### src/sv/ttcahd_pkg.sv
// ----------------------------------------------------------------------------
// ttcahd_pkg
// Shared types, widths and register codes for the TTC alert block.
// ----------------------------------------------------------------------------
package ttcahd_pkg;

  typedef logic signed [15:0] sval16_t;
  typedef logic        [15:0] uval16_t;
  typedef logic        [1:0]  level_t;
  typedef logic signed [23:0] ttc_t;

  localparam int FRAME_STEP_MS_DEF = 50;

  localparam int TIMER_W  = 17;
  localparam int DVD_W    = 25;   // |pos| * 1000 < 2**25
  localparam int DIV_STEPS = DVD_W;
  localparam int CNT_W    = $clog2(DIV_STEPS);
  localparam int ADDR_W   = 5;

  localparam logic [9:0] MS_PER_S = 10'd1000;

  localparam ttc_t TTC_MAX = 24'sh7FFFFF;
  localparam ttc_t TTC_MIN = 24'sh800000;
  localparam logic [DVD_W-1:0] MAG_MAX_POS = 25'd8388607;
  localparam logic [DVD_W-1:0] MAG_MAX_NEG = 25'd8388608;

  localparam level_t LVL_NONE = 2'd0;
  localparam level_t LVL_PRE  = 2'd1;
  localparam level_t LVL_WARN = 2'd2;
  localparam level_t LVL_EMG  = 2'd3;

  localparam logic [2:0] REG_SPEED_LOW   = 3'd0;
  localparam logic [2:0] REG_SPEED_HIGH  = 3'd1;
  localparam logic [2:0] REG_ENABLE_TTC  = 3'd2;
  localparam logic [2:0] REG_DISABLE_TTC = 3'd3;
  localparam logic [2:0] REG_DWELL       = 3'd4;
  localparam logic [2:0] REG_EMG_TTC     = 3'd5;
  localparam logic [2:0] REG_WARN_TTC    = 3'd6;
  localparam logic [2:0] REG_PRE_TTC     = 3'd7;

endpackage

### src/sv/ttcahd_ifs.sv
// ----------------------------------------------------------------------------
// ttcahd_in_if / ttcahd_out_if
// Valid/ready channels for radar frame beats and alert result beats.
// ----------------------------------------------------------------------------
interface ttcahd_in_if import ttcahd_pkg::*; ();
  logic    valid;
  logic    ready;
  sval16_t own_speed;
  sval16_t target_pos;
  sval16_t target_vel;

  modport source (output valid, own_speed, target_pos, target_vel, input ready);
  modport sink   (input valid, own_speed, target_pos, target_vel, output ready);
endinterface

interface ttcahd_out_if import ttcahd_pkg::*; ();
  logic   valid;
  logic   ready;
  level_t warning_level;
  logic   alert_active;
  ttc_t   ttc_ms;

  modport source (output valid, warning_level, alert_active, ttc_ms, input ready);
  modport sink   (input valid, warning_level, alert_active, ttc_ms, output ready);
endinterface

### src/sv/ttc_alert_hysteresis_dwell.sv
// ----------------------------------------------------------------------------
// ttc_alert_hysteresis_dwell
// Time-to-collision alert with hysteresis thresholds, dwell timers and grading.
// ----------------------------------------------------------------------------
// Flow: an accepted beat passes the states MUL, DIV (the 25-step serial divider)
// and FIN; a new beat is taken only once its predecessor has left FIN.
// in ready is high only while the sequencer is idle; the output register lets
// the next beat enter while the previous result still waits to be taken.
// Reset (rst_n low, synchronous): alert flag and dwell timers cleared, config
// registers back to their defaults, no result pending.
// ----------------------------------------------------------------------------
module ttc_alert_hysteresis_dwell import ttcahd_pkg::*; #(
  parameter int FRAME_STEP_MS = FRAME_STEP_MS_DEF
) (
  input  logic                clk,
  input  logic                rst_n,
  ttcahd_in_if.sink           in_beat,
  ttcahd_out_if.source        out_beat,
  input  logic                cfg_psel,
  input  logic                cfg_penable,
  input  logic                cfg_pwrite,
  input  logic [ADDR_W-1:0]   cfg_paddr,
  input  logic [31:0]         cfg_pwdata,
  output logic [31:0]         cfg_prdata,
  output logic                cfg_pready
);

  // Sequencer codes
  localparam logic [1:0] ST_IDLE = 2'd0;
  localparam logic [1:0] ST_MUL  = 2'd1;  // magnitudes and |pos|*1000
  localparam logic [1:0] ST_DIV  = 2'd2;  // one quotient bit per cycle
  localparam logic [1:0] ST_FIN  = 2'd3;  // sign, saturate, hysteresis, grade

  // --------------------------------------------------------------------------
  // Configuration registers
  // --------------------------------------------------------------------------
  sval16_t speed_low_r, speed_high_r;
  uval16_t enable_ttc_r, disable_ttc_r, dwell_r, emg_ttc_r, warn_ttc_r, pre_ttc_r;

  logic       cfg_wr;
  logic [2:0] cfg_idx;

  assign cfg_pready = 1'b1;
  assign cfg_wr     = cfg_psel && cfg_penable && cfg_pwrite;
  assign cfg_idx    = cfg_paddr[4:2];

  always_ff @(posedge clk) begin
    if (!rst_n) begin
      speed_low_r   <= 16'sd0;
      speed_high_r  <= 16'sd32767;
      enable_ttc_r  <= 16'd2700;
      disable_ttc_r <= 16'd3000;
      dwell_r       <= 16'd200;
      emg_ttc_r     <= 16'd1200;
      warn_ttc_r    <= 16'd2000;
      pre_ttc_r     <= 16'd2700;
    end else if (cfg_wr) begin
      case (cfg_idx)
        REG_SPEED_LOW:   speed_low_r   <= cfg_pwdata[15:0];
        REG_SPEED_HIGH:  speed_high_r  <= cfg_pwdata[15:0];
        REG_ENABLE_TTC:  enable_ttc_r  <= cfg_pwdata[15:0];
        REG_DISABLE_TTC: disable_ttc_r <= cfg_pwdata[15:0];
        REG_DWELL:       dwell_r       <= cfg_pwdata[15:0];
        REG_EMG_TTC:     emg_ttc_r     <= cfg_pwdata[15:0];
        REG_WARN_TTC:    warn_ttc_r    <= cfg_pwdata[15:0];
        REG_PRE_TTC:     pre_ttc_r     <= cfg_pwdata[15:0];
        default: ;
      endcase
    end
  end

  // Signed registers read back sign-extended
  always_comb begin
    case (cfg_idx)
      REG_SPEED_LOW:   cfg_prdata = {{16{speed_low_r[15]}}, speed_low_r};
      REG_SPEED_HIGH:  cfg_prdata = {{16{speed_high_r[15]}}, speed_high_r};
      REG_ENABLE_TTC:  cfg_prdata = {16'd0, enable_ttc_r};
      REG_DISABLE_TTC: cfg_prdata = {16'd0, disable_ttc_r};
      REG_DWELL:       cfg_prdata = {16'd0, dwell_r};
      REG_EMG_TTC:     cfg_prdata = {16'd0, emg_ttc_r};
      REG_WARN_TTC:    cfg_prdata = {16'd0, warn_ttc_r};
      REG_PRE_TTC:     cfg_prdata = {16'd0, pre_ttc_r};
      default:         cfg_prdata = 32'd0;
    endcase
  end

  // --------------------------------------------------------------------------
  // Sequencer and shared divider
  // --------------------------------------------------------------------------
  logic [1:0]       state_r;
  logic [CNT_W-1:0] cnt_r;
  sval16_t          speed_r, pos_r, vel_r;     // captured beat
  logic [DVD_W-1:0] dvd_r;                     // dividend, quotient shifts in
  logic [15:0]      dsr_r;                     // |vel|
  logic [15:0]      rem_r;

  logic             alert_r;
  logic [TIMER_W-1:0] en_tmr_r, dis_tmr_r;

  logic             out_valid_r;
  level_t           out_level_r;
  logic             out_alert_r;
  ttc_t             out_ttc_r;

  logic             in_acc;
  logic             out_free;
  logic [15:0]      pos_mag, vel_mag;
  logic [16:0]      trial;
  logic             qbit;

  assign in_beat.ready = (state_r == ST_IDLE);
  assign in_acc        = in_beat.valid && in_beat.ready;
  assign out_free      = !out_valid_r || out_beat.ready;

  // 0x8000 negates to itself, which reads correctly as unsigned 32768
  assign pos_mag = pos_r[15] ? 16'(-pos_r) : pos_r;
  assign vel_mag = vel_r[15] ? 16'(-vel_r) : vel_r;

  // restoring step
  assign trial = {rem_r, dvd_r[DVD_W-1]};
  assign qbit  = (trial >= {1'b0, dsr_r});

  // --------------------------------------------------------------------------
  // Final stage: sign, saturation, dwell timers, grading
  // --------------------------------------------------------------------------
  logic               skip, neg;
  ttc_t               ttc_c;
  logic signed [24:0] ttc_x;
  logic [TIMER_W-1:0] en_inc, dis_inc, dwell_x;
  logic               alert_nxt;
  logic [TIMER_W-1:0] en_tmr_nxt, dis_tmr_nxt;
  level_t             level_c;

  assign skip = (speed_r < speed_low_r) || (speed_r > speed_high_r) || (vel_r == 16'sd0);
  assign neg  = (pos_r != 16'sd0) && (vel_r != 16'sd0) && (pos_r[15] == vel_r[15]);

  always_comb begin
    if (skip) begin
      ttc_c = '0;
    end else if (neg) begin
      ttc_c = (dvd_r > MAG_MAX_NEG) ? TTC_MIN : 24'(~dvd_r + 25'd1);
    end else begin
      ttc_c = (dvd_r > MAG_MAX_POS) ? TTC_MAX : dvd_r[23:0];
    end
  end

  assign ttc_x   = {ttc_c[23], ttc_c};
  assign en_inc  = TIMER_W'(en_tmr_r + TIMER_W'(FRAME_STEP_MS));
  assign dis_inc = TIMER_W'(dis_tmr_r + TIMER_W'(FRAME_STEP_MS));
  assign dwell_x = {1'b0, dwell_r};

  always_comb begin
    alert_nxt   = alert_r;
    en_tmr_nxt  = en_tmr_r;
    dis_tmr_nxt = dis_tmr_r;
    if (skip) begin
      alert_nxt = 1'b0;               // timers hold
    end else if (!neg && ttc_x <= $signed({9'd0, enable_ttc_r})) begin
      dis_tmr_nxt = '0;
      en_tmr_nxt  = en_inc;
      if (en_inc >= dwell_x) begin
        en_tmr_nxt = dwell_x;
        alert_nxt  = 1'b1;
      end
    end else if (neg || ttc_x >= $signed({9'd0, disable_ttc_r})) begin
      en_tmr_nxt  = '0;
      dis_tmr_nxt = dis_inc;
      if (dis_inc >= dwell_x) begin
        dis_tmr_nxt = dwell_x;
        alert_nxt   = 1'b0;
      end
    end else begin
      en_tmr_nxt  = '0;
      dis_tmr_nxt = '0;
    end
  end

  // negative ttc grades as emergency while the flag is still up
  always_comb begin
    if (!alert_nxt)                                 level_c = LVL_NONE;
    else if (ttc_x <= $signed({9'd0, emg_ttc_r}))   level_c = LVL_EMG;
    else if (ttc_x <= $signed({9'd0, warn_ttc_r}))  level_c = LVL_WARN;
    else if (ttc_x <= $signed({9'd0, pre_ttc_r}))   level_c = LVL_PRE;
    else                                            level_c = LVL_NONE;
  end

  // --------------------------------------------------------------------------
  // Registers
  // --------------------------------------------------------------------------
  always_ff @(posedge clk) begin
    if (!rst_n) begin
      state_r     <= ST_IDLE;
      cnt_r       <= '0;
      alert_r     <= 1'b0;
      en_tmr_r    <= '0;
      dis_tmr_r   <= '0;
      out_valid_r <= 1'b0;
    end else begin
      // a new result beat replaces the one taken this cycle
      if (state_r == ST_FIN && out_free) begin
        out_valid_r <= 1'b1;
      end else if (out_beat.ready) begin
        out_valid_r <= 1'b0;
      end
      case (state_r)
        ST_IDLE: begin
          if (in_acc) state_r <= ST_MUL;
        end
        ST_MUL: begin
          cnt_r   <= '0;
          state_r <= ST_DIV;
        end
        ST_DIV: begin
          if (cnt_r == CNT_W'(DIV_STEPS - 1)) begin
            state_r <= ST_FIN;
          end else begin
            cnt_r <= cnt_r + 1'b1;
          end
        end
        ST_FIN: begin
          if (out_free) begin
            alert_r     <= alert_nxt;
            en_tmr_r    <= en_tmr_nxt;
            dis_tmr_r   <= dis_tmr_nxt;
            state_r     <= ST_IDLE;
          end
        end
        default: state_r <= ST_IDLE;
      endcase
    end
  end

  // payload: no reset needed
  always_ff @(posedge clk) begin
    if (in_acc) begin
      speed_r <= in_beat.own_speed;
      pos_r   <= in_beat.target_pos;
      vel_r   <= in_beat.target_vel;
    end
    if (state_r == ST_MUL) begin
      dvd_r <= DVD_W'(pos_mag) * DVD_W'(MS_PER_S);
      dsr_r <= vel_mag;
      rem_r <= '0;
    end else if (state_r == ST_DIV) begin
      rem_r <= qbit ? 16'(trial - {1'b0, dsr_r}) : trial[15:0];
      dvd_r <= {dvd_r[DVD_W-2:0], qbit};
    end
    if (state_r == ST_FIN && out_free) begin
      out_level_r <= level_c;
      out_alert_r <= alert_nxt;
      out_ttc_r   <= ttc_c;
    end
  end

  assign out_beat.valid         = out_valid_r;
  assign out_beat.warning_level = out_level_r;
  assign out_beat.alert_active  = out_alert_r;
  assign out_beat.ttc_ms        = out_ttc_r;

endmodule
### src/flat_wrapper.sv
// flat-port wrapper written by rule: the top's interface ports become plain ports
module ttc_alert_hysteresis_dwell_flat import ttcahd_pkg::*;
#(
  parameter int FRAME_STEP_MS = FRAME_STEP_MS_DEF
)
  (clk, rst_n, cfg_psel, cfg_penable, cfg_pwrite, cfg_paddr, cfg_pwdata, cfg_prdata, cfg_pready, in_beat_valid, in_beat_own_speed, in_beat_target_pos, in_beat_target_vel, in_beat_ready, out_beat_valid, out_beat_warning_level, out_beat_alert_active, out_beat_ttc_ms, out_beat_ready);
  ttcahd_in_if in_beat_i ();
  ttcahd_out_if out_beat_i ();
  input  logic clk;
  input  logic rst_n;
  input  logic cfg_psel;
  input  logic cfg_penable;
  input  logic cfg_pwrite;
  input  logic [ADDR_W-1:0] cfg_paddr;
  input  logic [31:0] cfg_pwdata;
  output logic [31:0] cfg_prdata;
  output logic cfg_pready;
  input wire logic [$bits(in_beat_i.valid)-1:0] in_beat_valid;
  input wire logic [$bits(in_beat_i.own_speed)-1:0] in_beat_own_speed;
  input wire logic [$bits(in_beat_i.target_pos)-1:0] in_beat_target_pos;
  input wire logic [$bits(in_beat_i.target_vel)-1:0] in_beat_target_vel;
  output wire logic [$bits(in_beat_i.ready)-1:0] in_beat_ready;
  output wire logic [$bits(out_beat_i.valid)-1:0] out_beat_valid;
  output wire logic [$bits(out_beat_i.warning_level)-1:0] out_beat_warning_level;
  output wire logic [$bits(out_beat_i.alert_active)-1:0] out_beat_alert_active;
  output wire logic [$bits(out_beat_i.ttc_ms)-1:0] out_beat_ttc_ms;
  input wire logic [$bits(out_beat_i.ready)-1:0] out_beat_ready;
  assign in_beat_i.valid = in_beat_valid;
  assign in_beat_i.own_speed = in_beat_own_speed;
  assign in_beat_i.target_pos = in_beat_target_pos;
  assign in_beat_i.target_vel = in_beat_target_vel;
  assign in_beat_ready = in_beat_i.ready;
  assign out_beat_valid = out_beat_i.valid;
  assign out_beat_warning_level = out_beat_i.warning_level;
  assign out_beat_alert_active = out_beat_i.alert_active;
  assign out_beat_ttc_ms = out_beat_i.ttc_ms;
  assign out_beat_i.ready = out_beat_ready;
  ttc_alert_hysteresis_dwell #(.FRAME_STEP_MS(FRAME_STEP_MS)) u_core (.clk(clk), .rst_n(rst_n), .in_beat(in_beat_i), .out_beat(out_beat_i), .cfg_psel(cfg_psel), .cfg_penable(cfg_penable), .cfg_pwrite(cfg_pwrite), .cfg_paddr(cfg_paddr), .cfg_pwdata(cfg_pwdata), .cfg_prdata(cfg_prdata), .cfg_pready(cfg_pready));
endmodule
### config.mk
export PLATFORM = sky130hd
export DESIGN_NAME = ttc_alert_hysteresis_dwell_flat
export DESIGN_NICKNAME = d
export VERILOG_FILES = /design/src/sv/ttcahd_pkg.sv /design/src/sv/ttcahd_ifs.sv /design/src/sv/ttc_alert_hysteresis_dwell.sv /design/src/flat_wrapper.sv
export SDC_FILE = /design/constraint.sdc
export NUM_CORES = 1
export LEC_CHECK = 0
export BUFFER_PORTS_ARGS = -buffer_cell sky130_fd_sc_hd__buf_4
export CAP_MARGIN = 20
export CORE_MARGIN = 10
export CORE_UTILIZATION = 35
export CTS_BUF_LIST = sky130_fd_sc_hd__clkbuf_16
export CTS_CLUSTER_DIAMETER = 120
export CTS_CLUSTER_SIZE = 14
export DETAILED_ROUTE_END_ITERATION = 12
export GPL_TIMING_DRIVEN = 0
export HOLD_SLACK_MARGIN = 0.06
export SLEW_MARGIN = 5
export SYNTH_ARGS = -nofsm -noshare
export SYNTH_HDL_FRONTEND = slang
export SYNTH_SLANG_ARGS = --single-unit
### constraint.sdc
create_clock -name clk -period 6.2 [get_ports clk]
set_input_delay 0.31 -clock clk [delete_from_list [all_inputs] [get_ports clk]]
set_output_delay 0.31 -clock clk [all_outputs]
set_load 0.01 [all_outputs]
==> metrics.cfg, run 1 <==
[clock_network]
cts_inserted_buffers = 25
cts_buffer_depth = 3
worstSkewPairLatency_ps = 580
cts_tree = yes
cts_root_buf = clkbuf_16
clk_pin_slew_ps = 70
clock_sinks = 303
htreeDepth = 1

[worst_setup_path]
crit_path_end_kind = flop
crit_path_max_fanout = 10
start_kind = flop
crit_required_ps = 6490
worstPathArrival_ps = 6210
crit_type = reg2reg

[pwr]
power.switching_w = 0.008162
intPower_w = 0.008676
leakage_nw = 10.28
swShare_pct = 48.47
ir_drop_uv = 1191
p_clk_share_pct = 8.9
combPwrFrac_pct = 73.6
seq_power_share_pct = 17.4
powerDensity_nw_per_um2 = 674.0

[global_routing]
antenna_found_initial = 1
grt_start_max_net_pins = 33
grt_pass1_vias = 18650
grt_usage_pct = 20.06
grt-ovfl-total = 0
grt_pass1_wl_mm = 111.7

[finish]
regArea_sq_um = 7197
fin_cells = 3424
final_cell_area_sq_um = 24980
syn_to_final_growth_pct = 16.60
nFillCells = 5916
drive_above_1_share_pct = 11.55
nets = 2995
multi_input_area_sq_um = 12980

[floorplan]
die_y_um = 267.4
core_sq_um = 60470
die_x_um = 267.4
ioPinCount = 154
dieArea_sq_um = 71510
start_util_pct = 35.43
rows = 90

[placement]
dp.cells = 3323
place_area_sq_um = 23420
routabilityCongestion = 0.9625
dp_hpwl_mm = 57.88
place_ws_ps = -1517
portBuffers = 116

[yosys]
synth_edf_count = 113
postSynthAreaPerCell_sq_um = 8.871
synth_seq_area_share_pct = 33.59
syn_nets = 2782
yosysWarnings = 0
synth_cell_types = 82
async_flop_share_pct = 0
syn_area_sq_um = 21420
ys_ff_latch = 303
synthCells = 2415
synth-main-ff-cell = dfxtp_1

[sta]
tightest_slew_ps = 1041
fmax_mhz = 168.9
maxSlewViolCount = 0
setup_ws_ps = 278.6
holdWs_ps = 92.81
layout_worst_path_cycle_share_pct = 95.51
final.min_clock_period_ps = 5921
slew_headroom_pct = 30.36
hold_viol = 0
setup_viol = 0
skew_ps = 28.46

[routing]
viasPerCell = 5.479
routed_wl_mm = 73.38
num_vias = 18760
wire_per_inst_um = 21.43
antenna_left = 0
drt_iter0_markers = 1494
firstDrtPassIters = 5
drc = 0

[run_status]
status = finished clean

[job]
maxCapViolCount = 0

[hold_path]
hold_class = in2reg

final cells by class:
| type | count | share of cell area (%) |
|---|---|---|
| well taps | 782 | 3.917 |
| diodes | 1 | 0.01002 |
| plain buffers | 128 | 2.564 |
| inverters | 247 | 3.711 |
| clock inverters | 15 | 0.2554 |
| flip-flops and latches | 303 | 28.81 |
| repair buffers | 187 | 6.261 |
| multi-input cells | 1736 | 51.97 |
| clock buffers | 25 | 2.504 |
worst max-delay path, cell delays in order (launching register included):
cell      delay (ps)
dfxtp_1          430
inv_1            120
ha_1             300
nand2_1          130
o31ai_1          110
or4_1            470
o31a_2           470
a31oi_4          260
nand3_2          180
buf_6            230
a311oi_2         360
buf_4            260
ha_1             230
nand4_1          160
nor3_1           450
nor3_1           100
a21oi_1          280
o41ai_4          160
o211ai_1         260
o21bai_2         170
a32oi_2          400
a21oi_1           90
metrics by stage:
step	util [%]	total power (W)	TNS, ps
6_report	41.31	0.01684	0
5_1_grt	41.31	0.01866	-52.85
4_1_cts	41.07	0.01661	-19.60
3_5_place_dp	38.73	0.01490	-35100
3_3_place_gp	38.49	0.01456	-45160
2_1_floorplan	-	0.01216	0
placed cells by master, fill, tap and decap left out, types with 48 or more instances in the layout:
| cell type | n |
|---|---|
| nor2_1 | 125 |
| dlygate4sd3_1 | 49 |
| a21boi_0 | 86 |
| o21ai_0 | 91 |
| inv_1 | 259 |
| dfxtp_1 | 190 |
| mux2i_1 | 48 |
| edfxtp_1 | 113 |
| nand2_1 | 352 |
| xnor2_1 | 56 |
| buf_4 | 164 |
| o211ai_1 | 52 |
| a21oi_1 | 108 |
| ha_1 | 220 |
| clkbuf_1 | 79 |
| fa_1 | 55 |
metal layers:
| metal | track usage, % | vias to the layer above | part of all wire, % |
|---|---|---|---|
| met5 | 0 | - | 0 |
| met4 | 5.786 | 0 | 2.7 |
| met3 | 2.137 | 101 | 5.9 |
| met2 | 31.94 | 600 | 45 |
| met1 | 28.26 | 9170 | 47 |
| li1 | - | 8888 | - |
state kept, by name (all words and copies together), names as in the netlist:
register / count
u_core.alert_r: 1
u_core.cnt_r: 5
u_core.dis_tmr_r: 17
u_core.disable_ttc_r: 16
u_core.dsr_r: 16
u_core.dvd_r: 25
u_core.dwell_r: 16
u_core.emg_ttc_r: 16
u_core.en_tmr_r: 17
u_core.enable_ttc_r: 16
u_core.out_beat.alert_active: 1
u_core.out_beat.ttc_ms: 24
u_core.out_beat.valid: 1
u_core.out_beat.warning_level: 2
u_core.pos_r: 16
u_core.pre_ttc_r: 16
u_core.rem_r: 16
u_core.speed_high_r: 16
u_core.speed_low_r: 16
u_core.speed_r: 16
u_core.state_r: 2
u_core.vel_r: 16
u_core.warn_ttc_r: 16
power by group through the flow:
stage | clock network [W] | logic (W) | registers [W]
floorplan | 0 | 0.00932 | 0.00284
global placement | 0 | 0.0116 | 0.00296
detailed placement | 0 | 0.0119 | 0.00297
CTS | 0.00154 | 0.0122 | 0.00292
global route | 0.00160 | 0.0141 | 0.00296
finish | 0.00150 | 0.0124 | 0.00293
timing repair:
action | in CTS | in global routing
hold buffers | 49 | 0
resized for setup | 37 | 21
endpoints found under the setup margin | 41 | 25
buffers inserted | 6 | 5
pin swaps | 2 | 6
endpoints found under the hold margin | 49 | 0
worst paths after layout:
kind	startpoint	to	slack, ps	cells past startpoint
worst max-delay path	u_core.speed_high_r[11]$_SDFFE_PN1P_	u_core.out_beat.warning_level[1]$_SDFFCE_PN0P_	280	21
worst min-delay path	cfg_pwdata[1]	u_core.disable_ttc_r[1]$_SDFFE_PN0P_	90	3
worst max register to register	u_core.speed_high_r[11]$_SDFFE_PN1P_	u_core.out_beat.warning_level[1]$_SDFFCE_PN0P_	280	21
worst min register to register	u_core.enable_ttc_r[10]$_SDFFE_PN0P_	u_core.enable_ttc_r[10]$_SDFFE_PN0P_	470	2
kinds of logic (layout without fill, tap and decap cells):
group                    count (synthesis)  after routing  share of synthesized area (%)
XOR/XNOR                                87             87                          3.557
buffers and inverters                  376            602                          7.259
multiplexers                            68             68                          3.551
adder cells (fa/ha/maj)                275            275                          17.99
AO/OA/AOI/OAI                          578            578                          18.42
other                                    1              2                        0.01750
flip-flops                             303            303                          33.59
AND/OR/NAND/NOR                        727            727                          15.62
Yosys cell counts (20+ instances only):
cell type  count  area [sq um]
xor2_1        25         219.0
a21oi_1      117         585.6
dfxtp_1      190          3804
mux2i_1       49         490.5
inv_1        246         923.4
xnor2_1       62         543.0
nand3_1       43         215.2
clkbuf_1      84         315.3
nor2_1       125         469.2
a21boi_0      86         645.6
buf_4         31         232.7
fa_1          55          1101
edfxtp_1     113          3393
o211ai_1      52         390.4
a21o_1        26         195.2
o21a_1        20         150.1
ha_1         220          2753
nand4_1       47         294.0
a221oi_1      21         183.9
a211oi_1      35         262.8
nor2b_1       25         156.4
nor3_1        36         180.2
o21ai_0       95         475.5
nand2_1      352          1321
Power figures use the tool's default switching activity.
==> run 2: changes to the inputs <==
--- a/config.mk
+++ b/config.mk
@@ -8,7 +8,7 @@
 export BUFFER_PORTS_ARGS = -buffer_cell sky130_fd_sc_hd__buf_4
 export CAP_MARGIN = 20
 export CORE_MARGIN = 10
-export CORE_UTILIZATION = 35
+export CORE_UTILIZATION = 45
 export CTS_BUF_LIST = sky130_fd_sc_hd__clkbuf_16
 export CTS_CLUSTER_DIAMETER = 120
 export CTS_CLUSTER_SIZE = 14
==> metrics.cfg, run 2 (synthesis results as in run 1) <==
[run_status]
status = finished clean

[finish]
largest_reg_flops = 25  ; unchanged
layout_commonest_cell = nand2_1
final_cell_area_sq_um = 24740  ; -0.97%
regMostFlops = u_core.dvd_r
final_cell_mix = nand2_1 (352), inv_1 (258), ha_1 (220), dfxtp_1 (190), buf_4 (162)
nFillCells = 4337  ; -27%
regArea_sq_um = 7197  ; unchanged
multi_input_area_sq_um = 12980  ; about the same
nets = 2993  ; -0.067%
syn_to_final_growth_pct = 15.47
drive_above_1_share_pct = 11.33  ; -0.21 points

[worst_setup_path]
rr_worst_depth = 18  ; -14%
crit_type = reg2reg
crit_path_end_kind = flop
r2r_end = u_core.dis_tmr_r[12]$_SDFFE_PN0P_
crit_path_max_fanout = 13  ; +3
worstPathArrival_ps = 6460  ; +250 ps
reg2reg_from = u_core.speed_r[13]$_DFFE_PP_
start_kind = flop
rrSetupSlack_ps = 200  ; -80 ps
crit_required_ps = 6660  ; +170 ps

[pwr]
powerDensity_nw_per_um2 = 672.5  ; -0.23%
leakage_nw = 10.27  ; -0.10%
ir_drop_uv = 1106  ; -7.1%
power.total_w = 0.01664  ; -1.2%

[clock_network]
cts_inserted_buffers = 25  ; unchanged
worstSkewPairLatency_ps = 580  ; about the same
cts_tree = yes
cts_root_buf = clkbuf_16
cts_buffer_depth = 3  ; unchanged
clock_sinks = 303  ; unchanged
htreeDepth = 1  ; unchanged
clk_pin_slew_ps = 70  ; about the same

[job]
maxCapViolCount = 0  ; unchanged

[sta]
final.min_clock_period_ps = 6004  ; +83.09 ps
slew_headroom_pct = 26.80  ; -3.6 points
tightest_slew_ps = 1098  ; +57.33 ps
setup_viol = 0  ; unchanged
skew_ps = 41.12  ; +12.67 ps
layout_worst_path_cycle_share_pct = 96.85  ; +1.3 points
hold_viol = 0  ; unchanged
rsz0062_at_grt = true
maxSlewViolCount = 0  ; unchanged
fmax_mhz = 166.5  ; -1.4%

[global_routing]
grtUsageMet2_pct = 39.28  ; +7.3 points
grt_util_met1_pct = 32.53  ; +4.3 points
grt_usage_pct = 24.21  ; +4.2 points
grtUsageMet3_pct = 3.746  ; +1.6 points
grt-ovfl-total = 0  ; unchanged
grt_start_max_net_pins = 33  ; unchanged
grt_pass1_wl_mm = 107.9  ; -3.4%
grt_pass1_vias = 18420  ; -1.2%
antenna_found_initial = 1  ; unchanged
grt_busiest_layer = met2

[floorplan]
start_util_pct = 45.73  ; +10 points
ioPinCount = 154  ; unchanged
rows = 79  ; -12%
die_y_um = 238.2  ; -11%
die_x_um = 238.2  ; -11%
core_sq_um = 46850  ; -23%
dieArea_sq_um = 56740  ; -21%

[routing]
antenna_left = 0  ; unchanged
routed_wl_mm = 70.10  ; -4.5%
wire_per_inst_um = 21.59  ; +0.73%
firstDrtPassIters = 5  ; unchanged
drc = 0  ; unchanged
num_vias = 18640  ; -0.66%
drt_iter0_markers = 1341  ; -10%
viasPerCell = 5.739  ; +4.8%

[placement]
portBuffers = 116  ; unchanged
routabilityCongestion = 0.9791  ; +1.7%
place_area_sq_um = 23180  ; -1.0%
dp_hpwl_mm = 53.95  ; -6.8%

[hold_path]
hold_class = in2reg
hold_depth = 3  ; unchanged
hold_end = u_core.enable_ttc_r[8]$_SDFFE_PN0P_
min_from = cfg_pwdata[8]

## run 2: worst max-delay path by stage
stage	startpoint	to	slack, ps
final	u_core.speed_r[13]$_DFFE_PP_	u_core.dis_tmr_r[12]$_SDFFE_PN0P_	200
after global routing	u_core.pos_r[3]$_DFFE_PP_	u_core.dvd_r[23]$_DFFE_PP_	-40
after CTS	u_core.pos_r[15]$_DFFE_PP_	u_core.dvd_r[24]$_DFFE_PP_	30
after detailed placement	u_core.speed_r[13]$_DFFE_PP_	u_core.dis_tmr_r[3]$_SDFFE_PN0P_	-1060
after global placement	u_core.speed_r[13]$_DFFE_PP_	u_core.dis_tmr_r[3]$_SDFFE_PN0P_	-1150
after floorplan	u_core.pos_r[2]$_DFFE_PP_	u_core.dvd_r[23]$_DFFE_PP_	500
## run 2: cell type report
cell class	count	share of cell area [%]
Clock buffer	25	2.529
Tap cell	607	3.070
Multi-Input combinational cell	1736	52.48
Inverter	247	3.748
Timing Repair Buffer	186	6.272
Antenna cell	2	0.02023
Buffer	127	2.539
Sequential cell	303	29.09
Clock inverter	14	0.2478
## run 2: metal layers
metal | vias to the layer above | share of wire, %
li1 | 8896 | -
met1 | 9007 | 45
met2 | 616 | 45
met3 | 115 | 6.5
met4 | 2 | 3.1
met5 | - | 0.016
## run 2: per-stage QoR
step / setup slack (ps) / cells / util (%) / hold WS, ps / setup TNS (ps)
6_report: 195.5 / 3247 / 52.80 / 93.25 / 0
5_1_grt: -42.05 / 3245 / 52.79 / 91.54 / -42.91
4_1_cts: 25.38 / 3233 / 52.40 / 65.35 / 0
3_5_place_dp: -1057 / 3144 / 49.47 / 460.2 / -23670
3_3_place_gp: -1153 / 3138 / 49.21 / 452.2 / -28490
2_1_floorplan: 498.4 / 2415 / - / 408.9 / 0
## run 2: critical path, stage by stage (launching register included)
cell and delay (ps):
edfxtp_1 430, ha_1 340, nand4_1 180, o31ai_1 120, or4_1 480, o31a_1 500, a31oi_4 340, nand3_4 270
a311oi_2 850, ha_1 390, a21oi_1 170, a21oi_1 100, o31ai_1 310, a21oi_2 200, o41ai_4 130, o211ai_1 270
o211ai_2 360, buf_2 290, o22ai_1 110
## run 2: timing repair
action | in CTS | in global routing
setup endpoints to repair | 40 | 25
pin swaps | 0 | 2
endpoints found under the hold margin | 61 | 0
resized for setup | 32 | 19
hold buffers | 51 | 0
setup buffers | 1 | 11
## run 2: power by group
group	switching [W]	internal, W
Combinational	0.00695	0.00528
Clock	0.000772	0.000725
Sequential	0.000311	0.00260
==> run 3: changes to the inputs <==
--- a/config.mk
+++ b/config.mk
@@ -15,6 +15,7 @@
 export DETAILED_ROUTE_END_ITERATION = 12
 export GPL_TIMING_DRIVEN = 0
 export HOLD_SLACK_MARGIN = 0.06
+export SETUP_SLACK_MARGIN = 0.4
 export SLEW_MARGIN = 5
 export SYNTH_ARGS = -nofsm -noshare
 export SYNTH_HDL_FRONTEND = slang
==> metrics.cfg, run 3 (synthesis results as in run 1) <==
[job]
maxCapViolCount = 0  ; unchanged

[floorplan]
die_y_um = 238.2  ; unchanged
ioPinCount = 154  ; unchanged
core_sq_um = 46850  ; unchanged
start_util_pct = 45.73  ; unchanged
rows = 79  ; unchanged
dieArea_sq_um = 56740  ; unchanged
die_x_um = 238.2  ; unchanged

[finish]
nets = 3011  ; +0.60%
layout_commonest_cell = nand2_1
drive_above_1_share_pct = 12.76  ; +1.4 points
final_cell_mix = nand2_1 (352), inv_1 (256), ha_1 (218), dfxtp_1 (190), buf_4 (179)
syn_to_final_growth_pct = 17.41
fin_cells = 3264  ; +0.52%
largest_reg_flops = 25  ; unchanged
regMostFlops = u_core.dvd_r

[clock_network]
cts_tree = yes
htreeDepth = 1  ; unchanged
cts_inserted_buffers = 25  ; unchanged
worstSkewPairLatency_ps = 590  ; about the same
cts_root_buf = clkbuf_16
cts_buffer_depth = 3  ; unchanged
clock_sinks = 303  ; unchanged
clk_pin_slew_ps = 80  ; about the same

[worst_setup_path]
start_kind = flop
cp_top_family = compound AO/OA/AOI/OAI gates
worstPathArrival_ps = 6100  ; -360 ps
worst-path-buf-inv = 5  ; +4
crit_type = reg2reg
cpPeakStageDelay_ps = 480  ; -370 ps
crit_slowest_cell = o41ai_4
cp_common_cell = a21oi_1
crit_required_ps = 6680  ; +20 ps
crit_path_end_kind = flop
worstPathCellList = inv_1, ha_1, nand4_1, buf_4, nor4_2, a21boi_0, o31a_4, a31oi_4, nand3_4, clkbuf_8, buf_6, a21oi_4, ha_1, a21oi_1, o21ai_0, o21a_1, o21ai_1, a21oi_1, o41ai_4, o211ai_1, o211a_1, buf_4, a21oi_1, o22ai_1
crit_path_max_fanout = 10  ; -3

[sta]
skew_ps = 50.23  ; +9.114 ps
setup_viol = 0  ; unchanged
hold_viol = 0  ; unchanged
layout_worst_path_cycle_share_pct = 90.63  ; -6.2 points
fmax_mhz = 178.0  ; +6.9%
slew_headroom_pct = 27.21  ; +0.42 points
rsz0062_at_grt = true
maxSlewViolCount = 0  ; unchanged
final.min_clock_period_ps = 5619  ; -385.1 ps
tightest_slew_ps = 1092  ; -6.275 ps

[global_routing]
antenna_found_initial = 4  ; +3
grt_pass1_vias = 18540  ; +0.65%
grt_pass1_wl_mm = 108.3  ; +0.34%
grt_start_max_net_pins = 33  ; unchanged
grt-ovfl-total = 0  ; unchanged
grt_usage_pct = 24.38  ; +0.17 points

[placement]
dp_hpwl_mm = 53.95  ; unchanged
portBuffers = 116  ; unchanged
routabilityCongestion = 0.9791  ; unchanged
dp.cells = 3144  ; unchanged

[routing]
antenna_left = 0  ; unchanged
drc = 0  ; unchanged
viasPerCell = 5.738  ; about the same
num_vias = 18730  ; +0.50%
routed_wl_mm = 70.81  ; +1.0%
wire_per_inst_um = 21.69  ; +0.49%
firstDrtPassIters = 5  ; unchanged
drt_iter0_markers = 1441  ; +7.5%

[hold_path]
hold_class = in2reg

[run_status]
status = finished clean

[run 3: cell count changes in the layout (fill, tap and decap cells not counted), moves of 3 or more]
cell,before,now
a21oi_1,108,105
buf_4,162,179
xnor2_4,1,5
a21oi_4,5,10
[run 3: final timing paths]
path	start	endpoint	slack (ps)	cells after the start
min reg2reg	u_core.enable_ttc_r[6]$_SDFFE_PN0P_	u_core.enable_ttc_r[6]$_SDFFE_PN0P_	470	2
max reg2reg	u_core.speed_high_r[15]$_SDFFE_PN0P_	u_core.dis_tmr_r[4]$_SDFFE_PN0P_	580	24
max	u_core.speed_high_r[15]$_SDFFE_PN0P_	u_core.dis_tmr_r[4]$_SDFFE_PN0P_	580	24
min	cfg_pwdata[10]	u_core.enable_ttc_r[10]$_SDFFE_PN0P_	90	3
[run 3: metrics by stage]
stage / util (%) / setup slack [ps] / setup TNS, ps / hold slack [ps] / instance area [sq um]
4_1_cts: 52.87 / 375.8 / 0 / 65.35 / 24770
6_report: 53.69 / 580.6 / 0 / 87.18 / 25150
3_3_place_gp: 49.21 / -1153 / -28490 / 452.2 / 23050
3_5_place_dp: 49.47 / -1057 / -23670 / 460.2 / 23180
2_1_floorplan: - / 498.4 / 0 / 408.9 / 21420
5_1_grt: 53.69 / 342.1 / 0 / 91.49 / 25150
[run 3: worst register-to-register path, delay by kind of cell, from the launching register on]
family | cells | cell delay, ps
and+or+nand+nor | 3 | 720
buffers and inverters | 5 | 930
DFF | 1 | 380
adders and majority gates | 2 | 620
AOI/OAI and AO/OA | 14 | 2870
[run 3: layout make-up]
type                       instances  area [sq um]
timing repair buffer             202          1678
sequential                       303          7197
multi-input combinational       1736         13250
buffer                           129         656.9
antenna                            1         2.502
clock buffer                      25         625.6
fill                            4303         21700
clock inverter                    14         61.31
inverter                         247         927.1
tap                              607         759.5
[run 3: repair_timing]
item,in CTS,in global routing
pin swaps,6,16
gates resized for setup,61,46
hold endpoints to repair,61,0
endpoints found under the setup margin,45,27
hold buffers,51,0
buffers inserted,11,17
[run 3: per-layer routing]
metal  share of wire (%)  vias to the layer above  GRT usage [%]
li1                    -                     8929              -
met1                  45                     9078          32.73
met2                  45                      593          39.05
met3                 6.6                      125          3.942
met4                 3.4                        4          8.621
met5               0.032                        -              0
Power of run 3 is not shown: default switching activity piles up to over one toggle a cycle in this logic, so the estimate is an artifact.
